`src/hw/rtl/fcds_pkg.sv`:
```
`default_nettype none
package fcds_pkg;

  localparam int NumChannels = 4;
  localparam int ChBits      = 2;
  localparam int CountBits   = 16;
  localparam int CtrlBits    = 10;

  typedef enum logic [1:0] {
    OP_WRITE  = 2'd0,
    OP_HBLANK = 2'd1,
    OP_VBLANK = 2'd2,
    OP_TICK   = 2'd3
  } op_e;

  typedef enum logic [1:0] {
    REG_SRC  = 2'd0,
    REG_DST  = 2'd1,
    REG_LEN  = 2'd2,
    REG_CTRL = 2'd3
  } reg_e;

  localparam logic [1:0] TimeImmediate = 2'd0;
  localparam logic [1:0] TimeVblank    = 2'd1;
  localparam logic [1:0] TimeHblank    = 2'd2;

  localparam logic [1:0] ModeDec    = 2'd1;
  localparam logic [1:0] ModeFixed  = 2'd2;
  localparam logic [1:0] ModeReload = 2'd3;

  // One channel's working state, held in the working memory.
  typedef struct packed {
    logic [31:0]          src;
    logic [31:0]          dst;
    logic [CountBits-1:0] cnt;
  } work_t;

  // One channel's programmed state, held in the programmed memory.
  typedef struct packed {
    logic [31:0]          src;
    logic [31:0]          dst;
    logic [CountBits-1:0] cnt;
  } prog_t;

  // Result item.
  typedef struct packed {
    logic              irq;
    logic              done;
    logic              word;
    logic [31:0]       waddr;
    logic [31:0]       raddr;
    logic [ChBits-1:0] ch;
    logic              valid;
  } result_t;

  function automatic logic [31:0] step_addr(logic [31:0] a, logic [1:0] mode,
                                            logic word);
    logic [31:0] sz;
    sz = word ? 32'd4 : 32'd2;
    case (mode)
      ModeDec:   step_addr = a - sz;
      ModeFixed: step_addr = a;
      default:   step_addr = a + sz;
    endcase
  endfunction

endpackage
`default_nettype wire

```
`src/hw/rtl/fcds_ram.sv`:
```
`default_nettype none
module fcds_ram #(
  parameter int Width = 8,
  parameter int Depth = 4,
  localparam int AddrBits = (Depth > 1) ? $clog2(Depth) : 1
) (
  input  wire logic                clk_i,
  input  wire logic                we_i,
  input  wire logic [AddrBits-1:0] waddr_i,
  input  wire logic [Width-1:0]    wdata_i,
  input  wire logic [AddrBits-1:0] raddr_i,
  output logic      [Width-1:0]    rdata_o
);

  logic [Width-1:0] mem_q [Depth];

  always_ff @(posedge clk_i) begin
    if (we_i) begin
      mem_q[waddr_i] <= wdata_i;
    end
    rdata_o <= mem_q[raddr_i];
  end

endmodule
`default_nettype wire

```
`src/hw/rtl/four_channel_dma_sequencer_unit.sv`:
```
// Flow: an item is accepted while its channel's entries are read from the memories; the
//   next cycle does the read-modify-write and pushes the result into the output queue,
//   which offers it to the output.
// Throughput: one item per cycle while results are taken; a two-entry output queue holds
//   results in a stall; input stops when it lacks room for the stage-1 item and one more.
// Reset: asynchronous and active low; control bits, busy, the active channel and the
//   programmed-entry flags clear at once. The programmed memory needs no clearing pass
//   because an entry whose flag is still clear reads as zero, and the working memory is
//   always loaded by a rising enable before a tick can read it.
`default_nettype none
module four_channel_dma_sequencer_unit
  import fcds_pkg::*;
(
  input  wire logic        clk_i,
  input  wire logic        rst_ni,
  input  wire logic        s_axis_tvalid,
  output logic             s_axis_tready,
  // tdata, lowest bit up: operation[1:0], channel[3:2], register_select[5:4],
  // write_value[37:6], zero fill [39:38].
  input  wire logic [39:0] s_axis_tdata,
  output logic             m_axis_tvalid,
  input  wire logic        m_axis_tready,
  // tdata, lowest bit up: xfer_valid[0], xfer_channel[2:1], read_address[34:3],
  // write_address[66:35], word_unit[67], block_done[68], irq_request[69],
  // zero fill [71:70].
  output logic      [71:0] m_axis_tdata
);

  // Control words, busy and the active channel live in flip-flops; they decide
  // every item and must be current without read latency. Addresses and counts
  // live in two small synchronous memories.
  logic [CtrlBits-1:0] ctrl_q [NumChannels];
  logic                busy_q;
  logic [ChBits-1:0]   act_q;

  // One flag per channel that is set once any programmed register of that
  // channel has been written; until then the programmed entry reads as zero.
  logic [NumChannels-1:0] pg_vld_q;

  // Stage 1: item registered while the memories are read.
  logic              s1_valid_q;
  logic [1:0]        s1_op_q;
  logic [ChBits-1:0] s1_ch_q;
  logic [1:0]        s1_sel_q;
  logic [31:0]       s1_val_q;

  // Output queue, two entries; the input stops when they lack room for stage 1 and a new item.
  result_t           oq_q [2];
  logic [1:0]        oq_cnt_q;
  logic              oq_rd_q;

  logic accept, pop;
  assign pop    = m_axis_tvalid && m_axis_tready;
  // One item can be in stage 1, so allow input only with room for it and the new one.
  assign s_axis_tready = (oq_cnt_q == 2'd0) || ((oq_cnt_q == 2'd1) && !s1_valid_q) ||
                         ((oq_cnt_q == 2'd1) && pop) ||
                         ((oq_cnt_q == 2'd2) && !s1_valid_q && pop);
  assign accept = s_axis_tvalid && s_axis_tready;

  logic [1:0]        in_op;
  logic [ChBits-1:0] in_ch;
  assign in_op = s_axis_tdata[1:0];
  assign in_ch = s_axis_tdata[3:2];

  // The memories are read for the channel that the item will touch: the
  // addressed channel for writes, the active channel for ticks. The item in
  // stage 1 may change the active channel in the same cycle, so a following
  // tick reads the channel that will be active after it.
  logic [ChBits-1:0] rd_ch_eff;
  logic [ChBits-1:0] act_d;
  logic              busy_d;
  assign rd_ch_eff = (in_op == OP_WRITE) ? in_ch : act_d;

  work_t wk_rd, wk_wr;
  prog_t pg_rd, pg_wr;
  logic  wk_we, pg_we;
  logic [ChBits-1:0] wr_ch;

  fcds_ram #(.Width($bits(work_t)), .Depth(NumChannels)) u_work (
    .clk_i, .we_i(wk_we), .waddr_i(wr_ch), .wdata_i(wk_wr),
    .raddr_i(rd_ch_eff), .rdata_o(wk_rd)
  );
  fcds_ram #(.Width($bits(prog_t)), .Depth(NumChannels)) u_prog (
    .clk_i, .we_i(pg_we), .waddr_i(wr_ch), .wdata_i(pg_wr),
    .raddr_i(rd_ch_eff), .rdata_o(pg_rd)
  );

  // Forwarding: stage 1 writes in the same cycle the next item reads, so a
  // registered copy of the last write overrides a same-entry read.
  logic        fw_wk_q, fw_pg_q;
  logic [ChBits-1:0] fw_ch_q, s1_rd_ch_q;
  work_t       fw_wk_data_q;
  prog_t       fw_pg_data_q;
  work_t       wk;
  prog_t       pg;
  assign wk = (fw_wk_q && fw_ch_q == s1_rd_ch_q) ? fw_wk_data_q : wk_rd;
  assign pg = (fw_pg_q && fw_ch_q == s1_rd_ch_q) ? fw_pg_data_q :
              (pg_vld_q[s1_rd_ch_q] ? pg_rd : '0);

  // Stage 1 processing.
  logic [CtrlBits-1:0] c, ctrl_new;
  logic                ctrl_we;
  result_t             res;
  logic [CountBits-1:0] cnt_dec;
  logic                 hit;
  logic [ChBits-1:0]    hit_ch;
  logic [1:0]           ev_time;

  always_comb begin
    busy_d   = busy_q;
    act_d    = act_q;
    wk_we    = 1'b0;
    pg_we    = 1'b0;
    wk_wr    = wk;
    pg_wr    = pg;
    wr_ch    = s1_ch_q;
    ctrl_we  = 1'b0;
    ctrl_new = ctrl_q[s1_ch_q];
    res      = '0;
    c        = ctrl_q[act_q];
    cnt_dec  = wk.cnt - 1'b1;
    hit      = 1'b0;
    hit_ch   = '0;
    ev_time  = (s1_op_q == OP_HBLANK) ? TimeHblank : TimeVblank;
    for (int i = NumChannels - 1; i >= 0; i--) begin
      if (ctrl_q[i][0] && ctrl_q[i][2:1] == ev_time) begin
        hit    = 1'b1;
        hit_ch = ChBits'(i);
      end
    end
    if (s1_valid_q) begin
      unique case (op_e'(s1_op_q))
        OP_WRITE: begin
          unique case (reg_e'(s1_sel_q))
            REG_SRC: begin pg_we = 1'b1; pg_wr.src = s1_val_q; end
            REG_DST: begin pg_we = 1'b1; pg_wr.dst = s1_val_q; end
            REG_LEN: begin pg_we = 1'b1; pg_wr.cnt = s1_val_q[CountBits-1:0]; end
            REG_CTRL: begin
              ctrl_we  = 1'b1;
              ctrl_new = s1_val_q[CtrlBits-1:0];
              if (s1_val_q[0] && !ctrl_q[s1_ch_q][0]) begin
                wk_we = 1'b1;
                wk_wr = '{src: pg.src, dst: pg.dst, cnt: pg.cnt};
                if (s1_val_q[2:1] == TimeImmediate) begin
                  busy_d = 1'b1;
                  act_d  = s1_ch_q;
                end
              end else if (!s1_val_q[0] && busy_q && act_q == s1_ch_q) begin
                busy_d = 1'b0;
              end
            end
            default: ;
          endcase
        end
        OP_HBLANK, OP_VBLANK: begin
          if (hit) begin
            busy_d = 1'b1;
            act_d  = hit_ch;
          end
        end
        OP_TICK: begin
          wr_ch = act_q;
          if (busy_q) begin
            if (!c[0]) begin
              busy_d = 1'b0;
            end else begin
              res.valid = 1'b1;
              res.ch    = act_q;
              res.raddr = wk.src;
              res.waddr = wk.dst;
              res.word  = c[7];
              wk_we     = 1'b1;
              wk_wr.dst = step_addr(wk.dst, c[4:3], c[7]);
              wk_wr.src = step_addr(wk.src, c[6:5], c[7]);
              wk_wr.cnt = cnt_dec;
              if (cnt_dec == '0) begin
                res.done = 1'b1;
                res.irq  = c[9];
                if (c[8]) begin
                  wk_wr.cnt = pg.cnt;
                  if (c[4:3] == ModeReload) wk_wr.dst = pg.dst;
                  if (c[2:1] != TimeImmediate) busy_d = 1'b0;
                end else begin
                  wr_ch    = act_q;
                  ctrl_we  = 1'b1;
                  ctrl_new = c & ~CtrlBits'(1);
                  busy_d   = 1'b0;
                end
              end
            end
          end
        end
        default: ;
      endcase
    end
  end

  logic push;
  assign push = s1_valid_q;

  always_ff @(posedge clk_i or negedge rst_ni) begin
    if (!rst_ni) begin
      for (int i = 0; i < NumChannels; i++) ctrl_q[i] <= '0;
      busy_q     <= 1'b0;
      act_q      <= '0;
      pg_vld_q   <= '0;
      s1_valid_q <= 1'b0;
      oq_cnt_q   <= '0;
      oq_rd_q    <= 1'b0;
      fw_wk_q    <= 1'b0;
      fw_pg_q    <= 1'b0;
    end else begin
      busy_q <= busy_d;
      act_q  <= act_d;
      if (ctrl_we) ctrl_q[wr_ch] <= ctrl_new;
      if (pg_we) pg_vld_q[wr_ch] <= 1'b1;
      s1_valid_q <= accept;
      fw_wk_q    <= wk_we;
      fw_pg_q    <= pg_we;
      // The tail entry sits one past the head when the queue holds an item.
      if (push) oq_q[oq_rd_q ^ oq_cnt_q[0]] <= res;
      if (pop) oq_rd_q <= !oq_rd_q;
      oq_cnt_q <= oq_cnt_q + (push ? 2'd1 : 2'd0) - (pop ? 2'd1 : 2'd0);
    end
  end

  always_ff @(posedge clk_i) begin
    if (accept) begin
      s1_op_q    <= s_axis_tdata[1:0];
      s1_ch_q    <= s_axis_tdata[3:2];
      s1_sel_q   <= s_axis_tdata[5:4];
      s1_val_q   <= s_axis_tdata[37:6];
      s1_rd_ch_q <= rd_ch_eff;
    end
    fw_ch_q      <= wr_ch;
    fw_wk_data_q <= wk_wr;
    fw_pg_data_q <= pg_wr;
  end

  result_t head;
  assign head          = oq_q[oq_rd_q];
  assign m_axis_tvalid = (oq_cnt_q != 2'd0);
  assign m_axis_tdata  = {2'b00, head.irq, head.done, head.word, head.waddr,
                          head.raddr, head.ch, head.valid};

  // The queue never overflows.
  assert property (@(posedge clk_i) disable iff (!rst_ni) oq_cnt_q <= 2'd2)
    else $error("output queue overflow");
  // A result is never pushed into a full queue unless one leaves.
  assert property (@(posedge clk_i) disable iff (!rst_ni)
    (push && oq_cnt_q == 2'd2) |-> pop)
    else $error("push into full queue");
  // A done result is always a moving unit.
  assert property (@(posedge clk_i) disable iff (!rst_ni)
    (push && res.done) |-> res.valid)
    else $error("done without transfer");

endmodule
`default_nettype wire
```
`config.mk`:
```
export PLATFORM = sky130hd
export DESIGN_NAME = four_channel_dma_sequencer_unit
export DESIGN_NICKNAME = d
export VERILOG_FILES = /design/src/hw/rtl/fcds_pkg.sv /design/src/hw/rtl/fcds_ram.sv /design/src/hw/rtl/four_channel_dma_sequencer_unit.sv
export SDC_FILE = /design/constraint.sdc
export NUM_CORES = 1
export LEC_CHECK = 0
export CORE_MARGIN = 8
export CORE_UTILIZATION = 45
export CTS_CLUSTER_SIZE = 40
export DETAILED_ROUTE_END_ITERATION = 10
export DONT_BUFFER_PORTS = 1
export PLACE_DENSITY = 0.69
export SKIP_CTS_REPAIR_TIMING = 1
export SLEW_MARGIN = 5
export SYNTH_ARGS = -nofsm -noshare
export SYNTH_HDL_FRONTEND = slang
export SYNTH_SLANG_ARGS = --single-unit
```
`constraint.sdc`:
```
create_clock -name clk_i -period 7.8 [get_ports clk_i]
set_input_delay 0.39 -clock clk_i [delete_from_list [all_inputs] [get_ports clk_i]]
set_output_delay 0.39 -clock clk_i [all_outputs]
set_load 0.1 [all_outputs]
```
==> impl_metrics.tcl <==
set metrics [dict create \
    status "finished clean" \
    hp-class "input port to flip-flop" \
    cp_data_required_time_ps 8260 \
    synth_warnings 0 \
    coreArea_sq_um 111000 \
    synth_edf_count 820 \
    dr.pass1.iters 5 \
    power_mw 18.5 \
    p_per_area_nw_per_um2 329 \
    multiInputGateArea_sq_um 16600 \
    grt_max_degree 90 \
    die_area_sq_um 122000 \
    drtAntennaViolNets 0 \
    critical_path_arrival_ps 6560 \
    drtIter0Drc 3191 \
    final_cell_area_sq_um 56200 \
    fp.dieH_um 349 \
    relSlewSlack_pct 15.8 \
    switchingPower_mw 6.30 \
    crit_path_top_delay_cell "and3_1" \
    antenna_found_initial 4 \
    r2r_slack_ps 1700 \
    route.vias.total 30500 \
    synth_area_sq_um 50000 \
    worstSetupStartpointType "flip-flop" \
    seqCellArea_sq_um 32400 \
    post_dp_cell_area_sq_um 51800 \
    drt_wl_total_um 125000 \
    worst_slack_ps 1700 \
    yosys.area.top_type "edfxtp_1" \
    fin_crit_sh_pct 78.2 \
    synth.top_cell.area_share_pct 49.2 \
    min_path_cells 2 \
    final_common_cell "edfxtp_1" \
    htree_levels 3 \
    drc_errors 0 \
    criticalPathCategory "flip-flop to flip-flop" \
    seqPwrFrac_pct 44.7 \
    cp_top_family "simple AND/OR/NAND/NOR gates" \
    routed_via_density 5.82 \
    leakagePower_nw 20.9 \
    rr_worst_depth 14 \
    fillers 9331 \
    p_sw_share_pct 34.1 \
    crit_path_end_kind "flip-flop" \
    cp.buffers_inverters 0 \
    dp_hpwl_um 78800 \
    fin_crit_ps 6100 \
    path_cells "xnor2_2, nand3_2, mux2i_1, ha_1, nor2b_1, nand3_1, mux2i_2, nand3_1, a2111o_1, a2111oi_4, and3_1, and3_1, o21ai_0, o22ai_1" \
    cts_tree "done" \
    vdd_drop_max_v 0.000260 \
    grt.total_usage_pct 19.5 \
    wl_per_cell_um 23.9 \
    most-common-layout-cells "820 x edfxtp_1, 559 x mux2i_1, 322 x dfxtp_1, 227 x nor2_1, 168 x a21oi_1" \
    internal_power_mw 12.2 \
    port_buffers 0 \
    max_freq_mhz 164 \
    slowest_delay_ps 660 \
    design.final.nets 3749 \
    r2r_start "s1_rd_ch_q[1]" \
    overflow 0 \
    drv_cap 0 \
    r2r-end "u_work.mem_q[1][6]" \
    die_w_um 349 \
    setup_viol 0 \
    drv_slew 0 \
    hp-start "s_axis_tdata[3]" \
    rsz0062_at_grt "no" \
    fin_worst_skew_ps 24.1 \
    rows 122 \
    cts_num_sinks 1195 \
    grt_pass1_wl_um 182000 \
    setup_tns_ps 0 \
    area_growth_pct 12.3 \
    hold_path_end "u_prog.rdata_o[9]" \
    synthTopCellsByArea "edfxtp_1 49%, dfxtp_1 13%, mux2i_1 11%, mux2_2 3.0%, dfrtp_1 2.7%" \
    cts_buffer_depth 3 \
    worstMarginPinSlew_ps 1250 \
    cts.clk_slew.worst_paths_ps 60 \
    clock_latency_ps 720 \
    power_frac_comb_pct 25.0 \
    yosysUniqueCellTypes 86 \
    drive_gt1_share_pct 12.2 \
    finalHoldViolCount 0 \
    pin_count 118 \
    gp_congestion 0.955 \
    ys_seq_area_share_pct 64.8 \
    grt_pass1_vias 28800 \
    ys_ff_latch 1195 \
    async_reset_ff_share_pct 4.44 \
    clkPwrFrac_pct 30.3 \
    critPathMaxFanout 14 \
    synthCells 3606 \
    cts_root_buf "clkbuf_16" \
    ys.flop_type "edfxtp_1" \
    cts_inserted_buffers 115 \
    pre_cts_ws_ps 1780 \
    initial_core_util_pct 45.2 \
    synth_area_per_cell_sq_um 13.9 \
]
metal layers:
layer  vias up  wire (um)  global-route usage [%]
li1      13800          -                       -
met1     15200      56000                    28.0
met2      1215      55500                    29.8
met3       213      10500                    4.64
met4         0       3160                    5.41
met5         -          0                       0
worst register-to-register path: cells and delay by family (launching register included):
| family | cells | cell delay (ps) |
|---|---|---|
| AO/OA/AOI/OAI | 4 | 1690 |
| adder cells (fa/ha/maj) | 1 | 360 |
| AND/OR/NAND/NOR | 6 | 1890 |
| flip-flops | 1 | 460 |
| multiplexers | 2 | 980 |
| XOR/XNOR | 1 | 460 |
worst max path at each step:
stage	startpoint	to	slack, ps	depth (start not counted)
floorplan	s1_rd_ch_q[1]	u_work.mem_q[0][79]	1830	20
global placement	s1_rd_ch_q[1]	u_work.mem_q[0][44]	1850	16
detailed placement	s1_rd_ch_q[1]	u_work.mem_q[1][79]	1780	16
CTS	s1_rd_ch_q[1]	u_work.mem_q[3][79]	1700	16
global route	s1_rd_ch_q[0]	u_work.mem_q[1][79]	1300	16
finish	s1_rd_ch_q[1]	u_work.mem_q[1][6]	1700	14
kinds of logic (layout without fill, tap and decap cells):
logic type                 after synthesis  in the layout  share of synthesized area [%]
AOI/OAI and AO/OA                      677            677                           9.17
xor gates and xnor gates                67             67                           1.20
adders and majority gates               69             69                           1.73
buffers and inverters                  286            418                           2.27
DFF                                   1195           1195                           64.8
muxes                                  722            722                           15.3
other                                    1             16                        0.00750
and+or+nand+nor                        589            589                           5.50
through the flow:
stage | cells | hold slack [ps] | util (%)
final | 5241 | 31.1 | 50.8
after global routing | 5228 | 7.38 | 50.8
after CTS | 5186 | -680 | 50.4
after detailed placement | 4966 | 106 | 46.9
after global placement | 4966 | 106 | 46.9
after floorplan | 3607 | 94.4 | -
power groups by stage:
stage                     Clock [mW]  Sequential, mW  Combinational (mW)
after floorplan                    0            8.16                3.43
after global placement             0            8.36                4.45
after detailed placement           0            8.39                4.52
after CTS                       5.68            8.26                4.54
after global routing            5.93            8.33                4.86
final                           5.59            8.26                4.62
state kept, by name, indices dropped and copies added (netlist names), 4 cells and up:
register        cells
u_prog.mem_q      320
u_work.mem_q      320
fw_pg_data_q       80
u_work.rdata_o     80
pg_vld_q            4
u_prog.rdata_o     80
oq_q              140
fw_wk_data_q       80
ctrl_q             40
s1_val_q           32
area by class of cell:
type                       instances  area share [%]
multi-input combinational       2126            29.6
clock inverter                    60            1.10
sequential                      1195            57.7
clock buffer                     160            5.78
timing repair buffer              99            1.76
inverter                          99           0.662
tap                             1488            3.32
antenna                           14          0.0624
Yosys cell counts, drive strengths merged (24+ instances only):
| master | number |
|---|---|
| edfxtp | 820 |
| mux2i | 565 |
| dfxtp | 322 |
| nor2 | 238 |
| a21oi | 169 |
| nand2 | 153 |
| mux2 | 137 |
| clkbuf | 112 |
| inv | 97 |
| o21ai | 80 |
| a22oi | 77 |
| buf | 75 |
| ha | 69 |
| o22ai | 60 |
| dfrtp | 53 |
| a21o | 51 |
| o221ai | 42 |
| nor3 | 41 |
| xnor2 | 40 |
| nand3 | 30 |
| xor2 | 27 |
| a31oi | 24 |
(Power assumes the default switching activity.)
